$ cat src/rtl/core/linear_queue_with_replace_macros.svh
// Assertion macros for the linear queue core.
// Depends on a clock named clk and a synchronous reset named rst in the using module.
`ifndef LINEAR_QUEUE_WITH_REPLACE_MACROS_SVH
`define LINEAR_QUEUE_WITH_REPLACE_MACROS_SVH

// Same-cycle implication, disabled during reset.
`define LQR_ASSERT_NOW(label, ante, cons, msg) \
  label: assert property (@(posedge clk) disable iff (rst) (ante) |-> (cons)) \
    else $error(msg);

// Next-cycle implication, disabled during reset.
`define LQR_ASSERT_NEXT(label, ante, cons, msg) \
  label: assert property (@(posedge clk) disable iff (rst) (ante) |=> (cons)) \
    else $error(msg);

`endif

$ cat src/rtl/core/lqr_pkg.sv
// Shared constants for the linear queue core: depth default, data width, action and status codes.
// No dependencies.
package lqr_pkg;

  localparam int LQR_DEPTH = 8;
  localparam int DATA_W    = 32;

  localparam logic [1:0] ACT_ENQ  = 2'd0;
  localparam logic [1:0] ACT_DEQ  = 2'd1;
  localparam logic [1:0] ACT_DISP = 2'd2;
  localparam logic [1:0] ACT_REP  = 2'd3;

  localparam logic [1:0] ST_OK       = 2'd0;
  localparam logic [1:0] ST_FULL     = 2'd1;
  localparam logic [1:0] ST_EMPTY    = 2'd2;
  localparam logic [1:0] ST_NOTFOUND = 2'd3;

endpackage

$ cat src/rtl/core/lqr_store.sv
// Entry store for the linear queue: one write port, one read port with registered data.
// Depends on lqr_pkg.
module lqr_store import lqr_pkg::*; #(
  parameter int DEPTH = LQR_DEPTH,
  parameter int IDXW  = (DEPTH > 1) ? $clog2(DEPTH) : 1
) (
  input  logic                     clk,
  input  logic                     we,
  input  logic [IDXW-1:0]          waddr,
  input  logic signed [DATA_W-1:0] wdata,
  input  logic                     re,
  input  logic [IDXW-1:0]          raddr,
  output logic signed [DATA_W-1:0] rdata
);

  logic signed [DATA_W-1:0] mem [DEPTH];

  always_ff @(posedge clk) begin
    if (we) begin
      mem[waddr] <= wdata;
    end
  end

  always_ff @(posedge clk) begin
    if (re) begin
      rdata <= mem[raddr];
    end
  end

endmodule

$ cat config.mk
export PLATFORM = sky130hd
export DESIGN_NAME = lqr_store
export DESIGN_NICKNAME = d
export VERILOG_FILES = /design/src/rtl/core/linear_queue_with_replace_macros.svh /design/src/rtl/core/lqr_pkg.sv /design/src/rtl/core/lqr_store.sv
export SDC_FILE = /design/constraint.sdc
export NUM_CORES = 1
export LEC_CHECK = 0
export BUFFER_PORTS_ARGS = -buffer_cell sky130_fd_sc_hd__buf_2
export CORE_ASPECT_RATIO = 1.1
export CORE_MARGIN = 2
export CORE_UTILIZATION = 30
export CTS_BUF_LIST = sky130_fd_sc_hd__clkbuf_4 sky130_fd_sc_hd__clkbuf_8
export DETAILED_ROUTE_END_ITERATION = 12
export GPL_ROUTABILITY_DRIVEN = 0
export SKIP_LAST_GASP = 1
export SLEW_MARGIN = 10
export SYNTH_ARGS = -nofsm -noshare
export SYNTH_HDL_FRONTEND = slang
export SYNTH_SLANG_ARGS = --single-unit
$ cat constraint.sdc
create_clock -name clk -period 6.4 [get_ports clk]
set_input_delay 1.28 -clock clk [delete_from_list [all_inputs] [get_ports clk]]
set_output_delay 1.28 -clock clk [all_outputs]
set_load 0.01 [all_outputs]
==> results of run 1 <==
==> tightest hold or removal path, delay by kind of cell, from the launching register on <==
kind	cells	cell delay, ns
DFF	1	0.30
muxes	2	0.34
==> cell usage in the layout (no fill, tap or decap), types with 3 or more instances in the layout <==
master and instances:
buf_2 70, buf_4 10, clkbuf_4 18, clkbuf_8 47, clkinv_1 11, edfxtp_1 288
mux2_2 32, mux4_1 40, mux4_2 24, nand2b_1 3, nor2_4 6
==> flip-flops by register name, summed over array words and instances (netlist names) <==
name,count
rdata,32
mem,256
==> per-layer routing <==
layer	GRT usage, %	vias to the layer above	share of wire [%]
met4	3.85	4	1.8
met3	2.98	41	5.7
met5	0	-	0.13
li1	-	2043	-
met1	13.2	2441	40
met2	19.9	109	52
==> report_power, final <==
group	internal (W)	switching (W)
Sequential	0.00216	0.0000189
Clock	0.000777	0.000645
Combinational	0.0000885	0.000104
==> cells by family (layout without fill, tap and decap cells) <==
group | count (synthesis) | count (layout) | share of synthesized area [%]
buf+inv | 18 | 157 | 1.18
other cells | 0 | 2 | 0
simple gates | 13 | 13 | 0.545
mux | 96 | 96 | 18.1
flops | 288 | 288 | 80.2
==> path summary, 6_finish.rpt <==
check,start,endpoint,slack [ns]
setup / recovery,raddr[0],rdata[21]$_DFFE_PP_,3.56
hold / removal,mem[1][31]$_DFFE_PP_,rdata[31]$_DFFE_PP_,0.74
setup reg to reg,mem[1][29]$_DFFE_PP_,rdata[29]$_DFFE_PP_,4.99
hold reg to reg,mem[1][31]$_DFFE_PP_,rdata[31]$_DFFE_PP_,0.74
==> through the flow <==
step           power, W  setup WS (ns)  std cells  cell area [sq um]  utilization (%)
6_report        0.00379           3.56       1037              12600             35.6
5_1_grt         0.00394           3.47       1035              12600             35.6
4_1_cts         0.00385           3.54       1035              12600             35.6
3_5_place_dp    0.00241           2.96        958              11700             33.2
3_3_place_gp    0.00240           3.00        958              11700             33.2
2_1_floorplan   0.00232           2.27        415              10800                -
==> final cells by class <==
cell class                 count  area, sq um
multi-input combinational    109         2070
sequential                   288         8650
clock inverter                12         48.8
clock buffer                  65          782
fill                        3314        22700
timing repair buffer          80          425
tap                          481          602
antenna                        2         5.00
==> results.yml, run 1 <==
synthesis:
  ys_seq_elements: 288
  syn_nets: 456
  ys_warn_count: 0
  synth_cell_type_count: 12
  yosys.area.top_type_share_pct: 80.2
  seq_area_frac_synth_pct: 80.2
  yosysTopAreaCell: "edfxtp_1"
  synth.most_common_cell: "edfxtp_1"
  yosys-top-cells-count: "edfxtp_1 (288), mux4_1 (40), mux2_2 (32)"
  synth_edf_count: 288
  syn-cell-area_sq_um: 10800
  synth_area_leaders: "edfxtp_1 (80%), mux4_1 (9.7%), mux4_2 (5.0%)"
  avgSynthCellArea_sq_um: 26.0
  async_reset_ff_share_pct: 0
  synthCells: 415
  ys.flop_type: "edfxtp_1"
sta:
  min_period_ns: 2.84
  slew_viol_final: 0
  setup_tns_ns: 0
  fin_skew_ns: 0.0157
  setup_viol: 0
  timing.hold.ws_ns: 0.739
  rsz0062_at_grt: "false"
  hold_viol: 0
  min_period_over_period_pct: 44.3
  worstMarginPinSlew_ns: 1.15
  slew_headroom_pct: 23.1
  fmax_mhz: 352
place:
  placement.io_buffers: 72
  place_hpwl_um: 10700
grt:
  antenna_found_initial: 3
  track_usage_pct: 11.3
  grt_max_degree: 65
  grt_pass1_vias: 4977
  overflow: 0
  grt_pass1_wl_um: 30500
power:
  p_per_area_nw_per_um2: 301
  p_leak_nw: 4.13
  vdd_drop_max_mv: 0.129
clock_network:
  cts_setup_buffers: 0
  ctsLongestPathBuffers: 3
  root_buffer: "clkbuf_8"
  cts_tree: "built"
  ctsHoldBuffers: 0
  clk_pin_slew_ns: 0.06
  cts_max_level: 2
  cts_made_buffers: 46
  clkLatencyLatePin_ns: 0.54
  cts-resized-gates: 0
  clkSinkCount: 288
critical_path:
  crit_required_ns: 6.69
  startpoint_type: "input pin"
  reg2reg_depth: 2
  cpMaxStageDelayCell: "buf_4"
  critPathBufInv: 1
  arrival_ns: 3.13
  cp_max_fo: 64
  crit_type: "input pin to flip-flop"
  path_cells: "buf_4 > mux4_1 > mux2_2"
  worstSetupEndpointType: "flip-flop"
  slowest_delay_ns: 0.84
  cp.depth: 3
  crit_family: "multiplexers"
floorplanning:
  core_sq_um: 35300
  start_util_pct: 30.5
  dieArea_sq_um: 37500
  fp.dieW_um: 185
  dieHeight_um: 203
  ios: 73
  rows: 72
hold_path:
  hp-class: "flip-flop to flip-flop"
  whs_path_depth: 2
final_layout:
  finalNetCount: 566
  syn_to_final_growth_pct: 16.6
  drive_gt1_share_pct: 37.9
routing:
  viasPerCell: 4.47
  firstDrtPassIters: 4
  detail-route-antenna-nets: 0
  vias: 4638
  drt_iter0_drc: 307
  wl_um: 21100
  wire_per_inst_um: 20.3
  drc: 0
flow_run:
  max-cap-violations: 0
status:
  status: "completed"
Power figures use the tool's default switching activity.
==> run 2, diff against run 1 <==
- clock period: 6.4 -> 2.55 ns (I/O delays scaled with it)
==> results.yml, run 2 (synthesis results as in run 1) <==
status:
  status: "completed"
critical_path:
  worstSetupEndpointType: "output pin"
  crit_family: "flip-flops"
  crit_required_ns: 2.04
  cpMaxStageDelayCell: "edfxtp_1"
  critPathBufInv: 1
  startpoint_type: "flip-flop"
  crit_type: "flip-flop to output pin"
  slowest_delay_ns: 0.46
  path_cells: "buf_2"
  cp_max_fo: 1
  arrival_ns: 1.16
clock_network:
  clkLatencyLatePin_ns: 0.53
  clk_pin_slew_ns: 0.06
  cts_tree: "built"
  cts_made_buffers: 43
  ctsLongestPathBuffers: 3
  cts_setup_buffers: 0
  cts_max_level: 2
  cts-resized-gates: 0
  ctsHoldBuffers: 0
  root_buffer: "clkbuf_8"
  clkSinkCount: 288
sta:
  rsz0062_at_grt: "false"
  min_period_over_period_pct: 65.5
  hold_viol: 0
  setup_viol: 0
  setup_tns_ns: 0
  fin_skew_ns: 0.0102
  min_period_ns: 1.67
  slew_headroom_pct: 67.6
  worstMarginPinSlew_ns: 0.486
  slew_viol_final: 0
  fmax_mhz: 598
place:
  placement.io_buffers: 72
  place_hpwl_um: 11800
power:
  p_total_w: 0.00945
  vdd_drop_max_mv: 0.261
  p_per_area_nw_per_um2: 741
  p_leak_nw: 4.19
grt:
  antenna_found_initial: 3
  overflow: 0
  grt_max_degree: 45
  track_usage_pct: 11.6
  grt_pass1_wl_um: 31300
  grt_pass1_vias: 5107
routing:
  drt_iter0_drc: 338
  vias: 4694
  wire_per_inst_um: 20.9
  firstDrtPassIters: 5
  detail-route-antenna-nets: 0
  viasPerCell: 4.53
  wl_um: 21700
  drc: 0
floorplanning:
  core_sq_um: 35300
  start_util_pct: 30.5
  rows: 72
  dieHeight_um: 203
  dieArea_sq_um: 37500
  fp.dieW_um: 185
  ios: 73
hold_path:
  hp-class: "input pin to flip-flop"
final_layout:
  num-fill-cells: 3239
  top_regs: "mem (256), rdata (32)"
  drive_gt1_share_pct: 37.7
  seqCellArea_sq_um: 8650
  multiInputGateArea_sq_um: 2080
  final_common_cell: "edfxtp_1"
  finalNetCount: 569
  largest-register: "mem"
  final_cell_mix: "edfxtp_1 (288), buf_2 (70), clkbuf_8 (45), mux4_1 (40), mux2_2 (32)"
  largest_reg_flops: 256
  syn_to_final_growth_pct: 18.2
flow_run:
  max-cap-violations: 0
## run 2: changes by cell type in the layout (fill, tap and decap cells not counted), moves of 2 or more
cell and change:
clkinv_2 +2, nor3_2 -2, nor3_4 +2, buf_4 -7
buf_12 +13, clkbuf_4 -7, clkbuf_8 -2
## run 2: layout make-up
cell class	count	area share (%)
multi-input combinational	109	16.3
sequential	288	67.8
antenna	1	0.0196
tap	481	4.72
clock inverter	15	0.667
timing repair buffer	86	4.97
clock buffer	56	5.50
## run 2: where the power goes
group	switching, W	leakage [nW]	internal [W]	total, W
Sequential	0.0000499	2.64	0.00541	0.00546
Clock	0.00159	0.415	0.00188	0.00347
Combinational	0.000272	1.13	0.000246	0.000519
Total	0.00191	4.19	0.00753	0.00945
## run 2: path summary, 6_finish.rpt
path         slack, ns  depth (start not counted)                 start                   to
max               0.88                          1    rdata[6]$_DFFE_PP_             rdata[6]
min               0.24                          1              wdata[6]  mem[6][6]$_DFFE_PP_
max reg2reg       1.13                          2  mem[1][17]$_DFFE_PP_  rdata[17]$_DFFE_PP_
min reg2reg       0.74                          2   mem[2][8]$_DFFE_PP_   rdata[8]$_DFFE_PP_
## run 2: per-layer routing
| metal | part of all wire (%) | wire length [um] | track usage [%] | vias to the layer above |
|---|---|---|---|---|
| met5 | 0.12 | 27 | 0 | - |
| met4 | 1.9 | 417 | 3.43 | 4 |
| met3 | 6.6 | 1420 | 3.05 | 40 |
| met2 | 52 | 11200 | 20.5 | 136 |
| met1 | 40 | 8630 | 13.9 | 2465 |
| li1 | - | - | - | 2049 |
## run 2: stage by stage
stage / utilization [%] / setup slack [ns] / area, sq um / std cells / hold slack (ns)
4_1_cts: 36.1 / 0.844 / 12700 / 1035 / 0.206
6_report: 36.1 / 0.879 / 12800 / 1036 / 0.240
5_1_grt: 36.1 / 0.828 / 12700 / 1035 / 0.216
2_1_floorplan: - / 0.0503 / 10800 / 415 / 0.609
3_5_place_dp: 33.9 / 0.422 / 12000 / 964 / 0.734
3_3_place_gp: 33.9 / 0.453 / 12000 / 964 / 0.718
